[config.mk]
export PLATFORM = sky130hd
export DESIGN_NAME = json_string_unescape_utf8_top_flat
export DESIGN_NICKNAME = d
export VERILOG_FILES = /design/src/rtl/jsu_pkg.sv /design/src/rtl/jsu_stream_if.sv /design/src/rtl/jsu_front.sv /design/src/rtl/jsu_queue.sv /design/src/rtl/jsu_back.sv /design/src/rtl/json_string_unescape_utf8_top.sv /design/src/flat_wrapper.sv
export SDC_FILE = /design/constraint.sdc
export NUM_CORES = 1
export LEC_CHECK = 0
export BUFFER_PORTS_ARGS = -buffer_cell sky130_fd_sc_hd__buf_2
export CORE_MARGIN = 8
export CORE_UTILIZATION = 60
export DETAILED_ROUTE_END_ITERATION = 7
export PLACE_DENSITY = 0.77
export SYNTH_ARGS = -nofsm -noshare
export SYNTH_HDL_FRONTEND = slang
export SYNTH_SLANG_ARGS = --single-unit
[constraint.sdc]
create_clock -name clk -period 11.3 [get_ports clk]
set_clock_uncertainty 0.15 [all_clocks]
set_input_delay 1.695 -clock clk [delete_from_list [all_inputs] [get_ports clk]]
set_output_delay 1.695 -clock clk [all_outputs]
set_load 0.01 [all_outputs]
[src/rtl/jsu_pkg.sv]
package jsu_pkg;

  // Byte codes
  localparam logic [7:0] BYTE_NUL    = 8'h00;
  localparam logic [7:0] BYTE_QUOTE  = 8'h22;
  localparam logic [7:0] BYTE_BSLASH = 8'h5C;
  localparam logic [7:0] BYTE_U      = 8'h75;
  localparam logic [7:0] ESC_B       = 8'h62;
  localparam logic [7:0] ESC_F       = 8'h66;
  localparam logic [7:0] ESC_N       = 8'h6E;
  localparam logic [7:0] ESC_R       = 8'h72;
  localparam logic [7:0] ESC_T       = 8'h74;
  localparam logic [7:0] CTRL_BS     = 8'h08;
  localparam logic [7:0] CTRL_FF     = 8'h0C;
  localparam logic [7:0] CTRL_LF     = 8'h0A;
  localparam logic [7:0] CTRL_CR     = 8'h0D;
  localparam logic [7:0] CTRL_TAB    = 8'h09;

  // Surrogate ranges and UTF-8 limits
  localparam logic [15:0] HIGH_SURR_MIN = 16'hD800;
  localparam logic [15:0] HIGH_SURR_MAX = 16'hDBFF;
  localparam logic [15:0] LOW_SURR_MIN  = 16'hDC00;
  localparam logic [15:0] LOW_SURR_MAX  = 16'hDFFF;
  localparam logic [20:0] SUPP_BASE     = 21'h10000;
  localparam logic [20:0] UTF8_1B_LIM   = 21'h00080;
  localparam logic [20:0] UTF8_2B_LIM   = 21'h00800;
  localparam logic [20:0] UTF8_3B_LIM   = 21'h10000;

  localparam int unsigned RUN_MAX = 4;
  localparam int unsigned QDEPTH  = 4;
  localparam int unsigned QPTR_W  = $clog2(QDEPTH);
  localparam int unsigned QCNT_W  = $clog2(QDEPTH + 1);

  // One decoded run: up to four bytes, sent from index 0 up to last_idx
  typedef struct packed {
    logic [RUN_MAX-1:0][7:0] bytes;
    logic [1:0]              last_idx;
    logic                    str_end;
  } jsu_run_t;

  function automatic jsu_run_t single_byte(input logic [7:0] b);
    jsu_run_t r;
    r          = '0;
    r.bytes[0] = b;
    return r;
  endfunction

  function automatic jsu_run_t utf8_encode(input logic [20:0] cp);
    jsu_run_t r;
    r = '0;
    if (cp < UTF8_1B_LIM) begin
      r.bytes[0] = cp[7:0];
      r.last_idx = 2'd0;
    end else if (cp < UTF8_2B_LIM) begin
      r.bytes[0] = {3'b110, cp[10:6]};
      r.bytes[1] = {2'b10, cp[5:0]};
      r.last_idx = 2'd1;
    end else if (cp < UTF8_3B_LIM) begin
      r.bytes[0] = {4'b1110, cp[15:12]};
      r.bytes[1] = {2'b10, cp[11:6]};
      r.bytes[2] = {2'b10, cp[5:0]};
      r.last_idx = 2'd2;
    end else begin
      r.bytes[0] = {5'b11110, cp[20:18]};
      r.bytes[1] = {2'b10, cp[17:12]};
      r.bytes[2] = {2'b10, cp[11:6]};
      r.bytes[3] = {2'b10, cp[5:0]};
      r.last_idx = 2'd3;
    end
    return r;
  endfunction

endpackage

[src/rtl/jsu_stream_if.sv]
interface jsu_in_if;
  logic       valid;
  logic       ready;
  logic [7:0] in_byte;

  modport source (output valid, output in_byte, input ready);
  modport sink   (input valid, input in_byte, output ready);
endinterface

interface jsu_out_if;
  logic       valid;
  logic       ready;
  logic [7:0] out_byte;
  logic       run_last;
  logic       string_end;

  modport source (output valid, output out_byte, output run_last, output string_end,
                  input ready);
  modport sink   (input valid, input out_byte, input run_last, input string_end,
                  output ready);
endinterface

[src/rtl/jsu_front.sv]
module jsu_front import jsu_pkg::*; (
  input  logic     clk,
  input  logic     rst_n,
  jsu_in_if.sink   in_ch,
  input  logic     q_full,
  output logic     q_push,
  output jsu_run_t q_data
);

  typedef enum logic [5:0] {
    MODE_PLAIN      = 6'b000001,
    MODE_ESC        = 6'b000010,
    MODE_HEX1       = 6'b000100,
    MODE_AFTER_HIGH = 6'b001000,
    MODE_EXPECT_U   = 6'b010000,
    MODE_HEX2       = 6'b100000
  } mode_t;

  mode_t       mode_r, mode_nxt;
  logic [1:0]  hex_pos_r, hex_pos_nxt;
  logic [15:0] hex_val_r, hex_val_nxt;
  logic        hex_stop_r, hex_stop_nxt;
  logic [9:0]  high_half_r, high_half_nxt;

  logic        acc;
  logic [7:0]  b;
  logic        nib_ok;
  logic [3:0]  nib;
  logic [15:0] val_step;
  logic        stop_step;
  logic        hex_done;
  logic        do_plain, do_esc, do_end, emit;
  jsu_run_t    run;

  assign in_ch.ready = !q_full;
  assign acc         = in_ch.valid && in_ch.ready;
  assign b           = in_ch.in_byte;

  always_comb begin
    nib_ok = 1'b1;
    nib    = 4'd0;
    if (b inside {[8'h30:8'h39]}) begin
      nib = 4'(b - 8'h30);
    end else if (b inside {[8'h41:8'h46]}) begin
      nib = 4'(b - 8'h37);
    end else if (b inside {[8'h61:8'h66]}) begin
      nib = 4'(b - 8'h57);
    end else begin
      nib_ok = 1'b0;
    end
  end

  // Freeze the group value at the first non-hex byte
  assign val_step  = (hex_stop_r || !nib_ok) ? hex_val_r : {hex_val_r[11:0], nib};
  assign stop_step = hex_stop_r || !nib_ok;
  assign hex_done  = (hex_pos_r == 2'd3);

  always_comb begin
    mode_nxt      = mode_r;
    hex_pos_nxt   = hex_pos_r;
    hex_val_nxt   = hex_val_r;
    hex_stop_nxt  = hex_stop_r;
    high_half_nxt = high_half_r;
    do_plain      = 1'b0;
    do_esc        = 1'b0;
    do_end        = 1'b0;
    emit          = 1'b0;
    run           = '0;

    case (mode_r)
      MODE_PLAIN: begin
        do_plain = 1'b1;
      end
      MODE_AFTER_HIGH: begin
        if (b == BYTE_BSLASH) begin
          mode_nxt = MODE_EXPECT_U;
        end else begin
          do_plain = 1'b1;
        end
      end
      MODE_ESC: begin
        do_esc = 1'b1;
      end
      MODE_EXPECT_U: begin
        if (b == BYTE_U) begin
          mode_nxt     = MODE_HEX2;
          hex_pos_nxt  = 2'd0;
          hex_val_nxt  = '0;
          hex_stop_nxt = 1'b0;
        end else begin
          do_esc = 1'b1;
        end
      end
      MODE_HEX1, MODE_HEX2: begin
        if (b == BYTE_NUL) begin
          do_end = 1'b1;
        end else begin
          hex_pos_nxt  = hex_pos_r + 2'd1;
          hex_val_nxt  = val_step;
          hex_stop_nxt = stop_step;
          if (hex_done) begin
            mode_nxt = MODE_PLAIN;
            if (mode_r == MODE_HEX1) begin
              if (val_step >= HIGH_SURR_MIN && val_step <= HIGH_SURR_MAX) begin
                high_half_nxt = val_step[9:0];
                mode_nxt      = MODE_AFTER_HIGH;
              end else if (val_step != 16'd0 &&
                           !(val_step >= LOW_SURR_MIN && val_step <= LOW_SURR_MAX)) begin
                emit = 1'b1;
                run  = utf8_encode({5'd0, val_step});
              end
            end else if (val_step >= LOW_SURR_MIN && val_step <= LOW_SURR_MAX) begin
              emit = 1'b1;
              run  = utf8_encode(SUPP_BASE + {1'b0, high_half_r, val_step[9:0]});
            end
          end
        end
      end
      default: begin
        do_plain = 1'b1;
      end
    endcase

    if (do_plain) begin
      if (b == BYTE_NUL || b == BYTE_QUOTE) begin
        do_end = 1'b1;
      end else if (b == BYTE_BSLASH) begin
        mode_nxt = MODE_ESC;
      end else begin
        mode_nxt = MODE_PLAIN;
        emit     = 1'b1;
        run      = single_byte(b);
      end
    end

    if (do_esc) begin
      mode_nxt = MODE_PLAIN;
      case (b)
        BYTE_NUL: do_end = 1'b1;
        BYTE_U: begin
          mode_nxt     = MODE_HEX1;
          hex_pos_nxt  = 2'd0;
          hex_val_nxt  = '0;
          hex_stop_nxt = 1'b0;
        end
        ESC_B:   begin emit = 1'b1; run = single_byte(CTRL_BS);  end
        ESC_F:   begin emit = 1'b1; run = single_byte(CTRL_FF);  end
        ESC_N:   begin emit = 1'b1; run = single_byte(CTRL_LF);  end
        ESC_R:   begin emit = 1'b1; run = single_byte(CTRL_CR);  end
        ESC_T:   begin emit = 1'b1; run = single_byte(CTRL_TAB); end
        default: begin emit = 1'b1; run = single_byte(b);        end
      endcase
    end

    // End of string: drop all pending state and send the terminator
    if (do_end) begin
      mode_nxt      = MODE_PLAIN;
      hex_pos_nxt   = 2'd0;
      hex_val_nxt   = '0;
      hex_stop_nxt  = 1'b0;
      high_half_nxt = '0;
      emit          = 1'b1;
      run           = single_byte(BYTE_NUL);
      run.str_end   = 1'b1;
    end
  end

  always_ff @(posedge clk) begin
    if (!rst_n) begin
      mode_r      <= MODE_PLAIN;
      hex_pos_r   <= '0;
      hex_val_r   <= '0;
      hex_stop_r  <= 1'b0;
      high_half_r <= '0;
    end else if (acc) begin
      mode_r      <= mode_nxt;
      hex_pos_r   <= hex_pos_nxt;
      hex_val_r   <= hex_val_nxt;
      hex_stop_r  <= hex_stop_nxt;
      high_half_r <= high_half_nxt;
    end
  end

  assign q_push = acc && emit;
  assign q_data = run;

  a_end_resets: assert property (@(posedge clk) disable iff (!rst_n)
    q_push && q_data.str_end |=> mode_r == MODE_PLAIN && high_half_r == '0)
    else $error("string end left decoder state behind");

endmodule

[src/rtl/jsu_queue.sv]
module jsu_queue import jsu_pkg::*; (
  input  logic     clk,
  input  logic     rst_n,
  input  logic     push,
  input  jsu_run_t push_data,
  output logic     full,
  input  logic     pop,
  output jsu_run_t head,
  output logic     empty
);

  jsu_run_t          slot_r [QDEPTH];
  logic [QPTR_W-1:0] wr_ptr_r, rd_ptr_r;
  logic [QCNT_W-1:0] count_r;

  assign full  = (count_r == QCNT_W'(QDEPTH));
  assign empty = (count_r == '0);
  assign head  = slot_r[rd_ptr_r];

  always_ff @(posedge clk) begin
    if (push) begin
      slot_r[wr_ptr_r] <= push_data;
    end
  end

  always_ff @(posedge clk) begin
    if (!rst_n) begin
      wr_ptr_r <= '0;
      rd_ptr_r <= '0;
      count_r  <= '0;
    end else begin
      if (push) wr_ptr_r <= wr_ptr_r + 1'b1;
      if (pop)  rd_ptr_r <= rd_ptr_r + 1'b1;
      count_r <= count_r + QCNT_W'(push) - QCNT_W'(pop);
    end
  end

  a_no_overflow: assert property (@(posedge clk) disable iff (!rst_n)
    push |-> !full)
    else $error("run queue written while full");

  a_no_underflow: assert property (@(posedge clk) disable iff (!rst_n)
    pop |-> !empty)
    else $error("run queue read while empty");

  a_count_bound: assert property (@(posedge clk) disable iff (!rst_n)
    count_r <= QCNT_W'(QDEPTH))
    else $error("run queue count out of range");

endmodule

[src/rtl/jsu_back.sv]
module jsu_back import jsu_pkg::*; (
  input  logic      clk,
  input  logic      rst_n,
  input  jsu_run_t  head,
  input  logic      empty,
  output logic      pop,
  jsu_out_if.source out_ch
);

  logic [1:0] idx_r;
  logic       last;
  logic       fire;

  assign last              = (idx_r == head.last_idx);
  assign fire              = out_ch.valid && out_ch.ready;
  assign out_ch.valid      = !empty;
  assign out_ch.out_byte   = head.bytes[idx_r];
  assign out_ch.run_last   = last;
  assign out_ch.string_end = head.str_end;
  assign pop               = fire && last;

  // Advance through the run, rewind when it drains
  always_ff @(posedge clk) begin
    if (!rst_n) begin
      idx_r <= '0;
    end else if (fire) begin
      idx_r <= last ? 2'd0 : idx_r + 2'd1;
    end
  end

  a_idx_in_run: assert property (@(posedge clk) disable iff (!rst_n)
    out_ch.valid |-> idx_r <= head.last_idx)
    else $error("byte index ran past end of run");

  a_rewind: assert property (@(posedge clk) disable iff (!rst_n)
    pop |=> idx_r == 2'd0)
    else $error("byte index not rewound after run");

endmodule

[src/rtl/json_string_unescape_utf8_top.sv]
// JSON string body unescaper with UTF-8 output.
// in_ch carries one byte of a string body per request, starting after the
// opening quote. out_ch carries decoded bytes: each request yields a run of
// zero to four bytes, run_last marks the final byte of a run, and a closing
// quote or NUL yields a single zero byte with string_end set, after which the
// next byte begins a new string.
// The first byte of a run is registered in the run queue before it appears on
// out_ch. Throughput: one input byte per cycle while runs are one byte long
// and the queue is not full; the output drains one byte per cycle while the
// receiver is ready. A four-entry run queue sits between the decoder and
// the byte serializer, so input keeps flowing while multi-byte runs drain.
// When the receiver stalls, the current byte holds on out_ch and in_ch.ready
// drops once the queue is full.
// Reset (rst_n low, synchronous) empties the queue and returns the decoder to
// plain copy mode with all escape state cleared.
module json_string_unescape_utf8_top import jsu_pkg::*; (
  input  logic      clk,
  input  logic      rst_n,
  jsu_in_if.sink    in_ch,
  jsu_out_if.source out_ch
);

  logic     q_push, q_full, q_pop, q_empty;
  jsu_run_t q_data, q_head;

  jsu_front u_front (
    .clk    (clk),
    .rst_n  (rst_n),
    .in_ch  (in_ch),
    .q_full (q_full),
    .q_push (q_push),
    .q_data (q_data)
  );

  jsu_queue u_queue (
    .clk       (clk),
    .rst_n     (rst_n),
    .push      (q_push),
    .push_data (q_data),
    .full      (q_full),
    .pop       (q_pop),
    .head      (q_head),
    .empty     (q_empty)
  );

  jsu_back u_back (
    .clk    (clk),
    .rst_n  (rst_n),
    .head   (q_head),
    .empty  (q_empty),
    .pop    (q_pop),
    .out_ch (out_ch)
  );

endmodule

[src/flat_wrapper.sv]
// flat-port wrapper written by rule: the top's interface ports become plain ports
module json_string_unescape_utf8_top_flat import jsu_pkg::*;
  (clk, rst_n, in_ch_valid, in_ch_in_byte, in_ch_ready, out_ch_valid, out_ch_out_byte, out_ch_run_last, out_ch_string_end, out_ch_ready);
  jsu_in_if in_ch_i ();
  jsu_out_if out_ch_i ();
  input  logic clk;
  input  logic rst_n;
  input wire logic [$bits(in_ch_i.valid)-1:0] in_ch_valid;
  input wire logic [$bits(in_ch_i.in_byte)-1:0] in_ch_in_byte;
  output wire logic [$bits(in_ch_i.ready)-1:0] in_ch_ready;
  output wire logic [$bits(out_ch_i.valid)-1:0] out_ch_valid;
  output wire logic [$bits(out_ch_i.out_byte)-1:0] out_ch_out_byte;
  output wire logic [$bits(out_ch_i.run_last)-1:0] out_ch_run_last;
  output wire logic [$bits(out_ch_i.string_end)-1:0] out_ch_string_end;
  input wire logic [$bits(out_ch_i.ready)-1:0] out_ch_ready;
  assign in_ch_i.valid = in_ch_valid;
  assign in_ch_i.in_byte = in_ch_in_byte;
  assign in_ch_ready = in_ch_i.ready;
  assign out_ch_valid = out_ch_i.valid;
  assign out_ch_out_byte = out_ch_i.out_byte;
  assign out_ch_run_last = out_ch_i.run_last;
  assign out_ch_string_end = out_ch_i.string_end;
  assign out_ch_i.ready = out_ch_ready;
  json_string_unescape_utf8_top u_core (.clk(clk), .rst_n(rst_n), .in_ch(in_ch_i), .out_ch(out_ch_i));
endmodule
==> run_results.csv, run 1 <==
group,metric,value,unit
yosys,synth_area_leaders,"edfxtp_1, dfxtp_1, mux4_2",
yosys,synthCells,724,
layout,diodes,0,
yosys,ys_async_sr_fraction,0,%
timing,post-route-period-util,49.65,%
floorplan,fp.dieH,136.4,µm
power_and_ir_drop,power_density,170.7,nW/µm²
yosys,synth_cell_types,81,
floorplan,start_util,60.54,%
route,via_per_inst,6.640,
route,wire_per_inst,22.87,µm
grt,first_global_vias,6132,
layout,seq_area,4647,µm²
yosys,synth_edf_count,124,
power_and_ir_drop,p_leak,3.253,nW
floorplan,io_pins,24,
timing,setup_viol,0,
run_status,outcome,"complete, no violations",
yosys,yosysWarnings,0,
yosys,synthesis.area,8698,µm²
setup_path,reg2reg_depth,14,
route,drt_wl_total,21.27,mm
timing,maxSlewHeadroom,32.60,%
floorplan,core,14370,µm²
layout,finish.utilization,66.43,%
route,vias,6175,
clock_tree,cts.sinks,170,
clock_tree,clockBufferDepth,2,
yosys,yosysSeqAreaShare,53.39,%
place,post-place-cells,898,
grt,grt_overflow,0,
timing,fmax,0.1782,GHz
floorplan,die_w,136.4,µm
timing,finalMaxSlewViolations,0,
place,dpl_cell_area,8927,µm²
setup_path,cp-end-kind,"flip-flop",
setup_path,cp.arrival,5.78,ns
setup_path,crit_fanout,22,
power_and_ir_drop,peakVddDrop,0.1011,mV
route,firstDrtPassIters,5,
grt,grt_max_degree,35,
job,drv_cap,0,
worst_hold_path,hold_depth,2,
worst_hold_path,hold_class,"reg -> reg",
yosys,syn_avg_cell_area,12.01,µm²
floorplan,rows,44,
setup_path,start_kind,"input port",
clock_tree,cts.repair.resized,0,
layout,nets,758,
grt,grt_pass1_wl,34.10,mm
timing,hold_viol,0,
grt,antenna_found_initial,0,
layout,final_cell_area,9545,µm²
clock_tree,clkTransAtPathRegs,0.06,ns
clock_tree,clock_latency,0.43,ns
timing,rsz0062_at_grt,"false",
floorplan,die_area,18610,µm²
timing,fin_tns_setup,0,ns
place,port_buffers,23,
power_and_ir_drop,power,1.629,mW
clock_tree,cts_tree,"yes",
clock_tree,cts_buffers,17,
timing,period_needed,5.611,ns
route,drc,0,
yosys,syn-num-nets,749,
yosys,synth_top_area_share,42.81,%
timing,worst_slew_pin_slew,0.9828,ns
layout,final_common_cell,"edfxtp_1",
clock_tree,cts_root_buf,"clkbuf_16",
yosys,synth-seq-cells,170,
grt,grtUsageTotal,24.11,%
place,gp_congestion,0.9638,
setup_path,worstSetupPathType,"in -> reg",
layout,finalNonFillerCells,930,
layout,most-common-layout-cells,"edfxtp_1, nand2_1, nor2_1, dfxtp_1, a21oi_1",
layout,fill_cells,1073,
setup_path,required,11.47,ns
route,ant_nets,0,
layout,layout-drive-gt1-share,17.69,%
clock_tree,htreeDepth,4,
yosys,synth_flop_cell,"edfxtp_1",
layout,multi_input_area,3811,µm²
place,dp_hpwl,14.38,mm
layout,area_delta_synth_final,9.738,%
clock_tree,cts_setup_buffers,0,
route,drtIter0Drc,492,
yosys,yosysTopAreaCell,"edfxtp_1",
clock_tree,hold_buffers,0,
## synthesized netlist by cell type (11+ instances only)
| cell | count |
|---|---|
| a21oi_1 | 40 |
| a22oi_1 | 17 |
| and2_1 | 11 |
| clkbuf_1 | 29 |
| dfxtp_1 | 46 |
| edfxtp_1 | 124 |
| ha_1 | 12 |
| inv_1 | 14 |
| mux2i_1 | 19 |
| mux4_2 | 37 |
| nand2_1 | 59 |
| nand3_1 | 20 |
| nor2_1 | 55 |
| nor2b_1 | 19 |
| nor3_1 | 16 |
| o21ai_0 | 29 |
| o21ai_1 | 12 |
## per-layer routing
layer | share of wire (%) | global-route usage (%) | up-vias
met5 | 0 | 0 | -
met4 | 2.5 | 9.091 | 0
met3 | 6.3 | 5.285 | 45
met2 | 48 | 37.97 | 255
met1 | 43 | 32.12 | 3068
li1 | - | - | 2807
## state kept, by name, indices dropped and copies added, names as in the netlist, named ones only
register                    flops
u_core.u_queue.rd_ptr_r         2
u_core.u_back.idx_r             2
u_core.u_queue.count_r          3
u_core.u_front.hex_val_r       16
u_core.u_front.hex_stop_r       1
u_core.u_front.high_half_r     10
u_core.u_queue.wr_ptr_r         2
u_core.u_front.mode_r           6
u_core.u_queue.slot_r         124
u_core.u_front.hex_pos_r        2
## stage by stage
| stage | hold slack, ns | setup WS (ns) |
|---|---|---|
| finish | 0.3119 | 5.689 |
| global route | 0.3597 | 5.439 |
| CTS | 0.3153 | 5.716 |
| detailed placement | 0.3002 | 5.310 |
| global placement | 0.2902 | 5.486 |
| floorplan | 0.2791 | 5.829 |
## final cells by class
cell class | instances | share of cell area (%)
clock buffer | 20 | 4.784
clock inverter | 12 | 1.691
inverter | 15 | 0.5899
multi-input combinational | 497 | 39.93
sequential | 170 | 48.68
tap | 184 | 2.412
timing repair buffer | 32 | 1.914
## power by group
| group | total, mW | internal (mW) | switching, mW |
|---|---|---|---|
| combinational | 0.271 | 0.131 | 0.140 |
| sequential | 0.753 | 0.722 | 0.0310 |
| clock | 0.605 | 0.363 | 0.243 |
## logic make-up after synthesis
family / share of synthesized area (%)
buffers and inverters: 2.790
multiplexers: 13.62
XOR/XNOR: 1.007
AO/OA/AOI/OAI: 12.96
AND/OR/NAND/NOR: 14.27
adder cells (fa/ha/maj): 1.956
flip-flops: 53.39
## critical path: stages
cell	delay, ns
buf_2	0.15
inv_1	0.12
ha_1	0.30
or3b_1	0.37
and4_4	0.22
o21ai_2	0.11
buf_4	0.31
mux2i_1	0.38
nand2_1	0.12
o221a_4	0.28
a21oi_1	0.28
inv_1	0.09
ha_1	0.28
inv_1	0.04
ha_1	0.19
fa_1	0.40
xor2_1	0.16
xnor2_1	0.13
and2_1	0.15
## final timing paths
check	start	endpoint	slack (ns)
worst max-delay path	in_ch_in_byte[0]	u_core.u_queue.count_r[2]$_SDFF_PN0_	5.69
worst min register to register	u_core.u_front.hex_pos_r[1]$_SDFFE_PN0P_	u_core.u_front.hex_pos_r[1]$_SDFFE_PN0P_	0.31
worst min-delay path	u_core.u_front.hex_pos_r[1]$_SDFFE_PN0P_	u_core.u_front.hex_pos_r[1]$_SDFFE_PN0P_	0.31
worst max register to register	u_core.u_front.mode_r[1]$_SDFFE_PN0P_	u_core.u_queue.count_r[2]$_SDFF_PN0_	7.23
No activity file was read; power rests on OpenSTA's default activity.
==> inputs of run 2 (changes only) <==
CORE_UTILIZATION = 57   (was 60)
clock period = 4.55 ns   (was 11.3 ns; I/O delays follow)
==> run_results.csv, run 2 (synthesis results as in run 1) <==
group,metric,value,unit
layout,largest_reg_flops,124,
place,dpl_cell_area,9089,µm²
grt,first_global_vias,6165,
timing,period_needed,4.187,ns
clock_tree,cts_buffers,17,
floorplan,fp.dieH,139.5,µm
clock_tree,cts.sinks,170,
setup_path,start_kind,"input port",
power_and_ir_drop,power,3.878,mW
power_and_ir_drop,p_int,2.881,mW
setup_path,required,4.71,ns
layout,final_cell_area,9638,µm²
timing,post-route-period-util,92.03,%
setup_path,slowest_delay,0.40,ns
route,ant_nets,0,
run_status,outcome,"complete, no violations",
power_and_ir_drop,p_comb_share,17.4,%
layout,finish.utilization,64.11,%
timing,setup_viol,0,
floorplan,die_area,19470,µm²
route,via_per_inst,6.511,
place,dp_hpwl,14.41,mm
floorplan,die_w,139.5,µm
layout,layout-drive-gt1-share,19.30,%
layout,most-common-layout-cells,"edfxtp_1, nand2_1, nor2_1, dfxtp_1, a21oi_1",
setup_path,crit_family,"adder cells",
floorplan,io_pins,24,
route,drt_wl_total,21.06,mm
grt,grt_overflow,0,
timing,maxSlewHeadroom,45.89,%
timing,finalMaxSlewViolations,0,
setup_path,cp-end-kind,"flip-flop",
power_and_ir_drop,clkPwrFrac,34.5,%
timing,worst_slew_pin_slew,0.8063,ns
route,drc,0,
power_and_ir_drop,peakVddDrop,0.2302,mV
layout,nets,779,
setup_path,crit_fanout,6,
clock_tree,hold_buffers,0,
setup_path,worstSetupPathType,"in -> reg",
timing,rsz0062_at_grt,"false",
floorplan,rows,45,
route,drtIter0Drc,653,
place,gp_congestion,0.9683,
setup_path,crit_chain,"buf_2, inv_1, ha_1, or3b_1, and4_4, o21ai_2, mux2i_1, nand2_1, o221a_4, a21oi_1, inv_1, ha_1, inv_1, ha_1, fa_1, xor2_1, xnor2_1, and2_1",
clock_tree,clock_latency,0.42,ns
route,wire_per_inst,22.05,µm
floorplan,start_util,57.86,%
power_and_ir_drop,power_density,402.3,nW/µm²
grt,grtUsageTotal,22.18,%
layout,area_delta_synth_final,10.80,%
floorplan,core,15030,µm²
clock_tree,clockBufferDepth,2,
setup_path,slowest_stage,"fa_1",
power_and_ir_drop,switching_share,25.71,%
power_and_ir_drop,p_switching,997.0,µW
clock_tree,clkTransAtPathRegs,0.06,ns
setup_path,crit_buf_inv,4,
clock_tree,cts_setup_buffers,0,
clock_tree,htreeDepth,4,
place,port_buffers,23,
layout,diodes,0,
clock_tree,cts_root_buf,"clkbuf_16",
grt,grt_pass1_wl,33.62,mm
grt,grt_max_degree,35,
grt,antenna_found_initial,0,
timing,fmax,0.2388,GHz
route,vias,6218,
power_and_ir_drop,p_leak,3.318,nW
clock_tree,cts_tree,"yes",
worst_hold_path,hold_class,"reg -> reg",
layout,regMostFlops,"u_core.u_queue.slot_r",
job,drv_cap,0,
layout,final_common_cell,"edfxtp_1",
timing,hold_viol,0,
layout,reg_top3,"u_core.u_queue.slot_r (124), u_core.u_front.hex_val_r (16), u_core.u_front.high_half_r (10)",
timing,fin_tns_setup,0,ns
power_and_ir_drop,seqPwrFrac,48.1,%
setup_path,cp.arrival,4.35,ns
route,firstDrtPassIters,6,
clock_tree,cts.repair.resized,0,
-- run 2: metal layers --
layer / up-vias / share of wire [%] / GRT usage (%)
met2: 239 / 50 / 36.46
met1: 3095 / 42 / 28.02
met3: 35 / 6.8 / 5.882
met4: 0 / 2.0 / 7.371
met5: - / 0 / 0
li1: 2849 / - / -
-- run 2: final cells by class --
class	count	area [µm²]
clock buffers	19	432.9
repair buffers	53	340.3
multi-input cells	497	3811
fillers	1147	5395
well taps	188	235.2
clock inverters	13	116.4
flip-flops and latches	170	4646
inverters	15	56.30
-- run 2: power groups by stage --
stage          registers (mW)  logic, mW  clock network, mW
3_3_place_gp             1.88      0.662                  0
5_1_grt                  1.88      0.736               1.42
3_5_place_dp             1.90      0.680                  0
4_1_cts                  1.87      0.688               1.36
6_report                 1.86      0.675               1.34
2_1_floorplan            1.85      0.512                  0
-- run 2: worst paths after layout --
check	from	endpoint	slack, ns	cells after the start
max	in_ch_in_byte[0]	u_core.u_queue.count_r[2]$_SDFF_PN0_	0.36	18
min reg2reg	u_core.u_front.hex_pos_r[1]$_SDFFE_PN0P_	u_core.u_front.hex_pos_r[1]$_SDFFE_PN0P_	0.31	2
max reg2reg	u_core.u_front.mode_r[1]$_SDFFE_PN0P_	u_core.u_queue.count_r[2]$_SDFF_PN0_	0.60	15
min	u_core.u_front.hex_pos_r[1]$_SDFFE_PN0P_	u_core.u_front.hex_pos_r[1]$_SDFFE_PN0P_	0.31	2
-- run 2: metrics by stage --
stage          worst slack, ns  hold WS [ns]  std cells
4_1_cts                 0.3875        0.3226        955
2_1_floorplan          0.09135        0.2791        724
3_5_place_dp          -0.04608        0.3087        923
5_1_grt                0.03568        0.3677        955
3_3_place_gp            0.1575        0.2900        923
6_report                0.3627        0.3148        955
-- run 2: worst register-to-register path: stages, from the launching register on --
cell and delay, ns:
dfxtp_1 0.38, or3_1 0.38, nor3_1 0.32, nand3_1 0.19
nor2_1 0.31, nand2_1 0.11, o221a_4 0.28, a21oi_1 0.31
inv_1 0.08, ha_1 0.28, inv_1 0.04, ha_1 0.19
fa_1 0.40, xor2_1 0.16, xnor2_1 0.13, and2_1 0.15
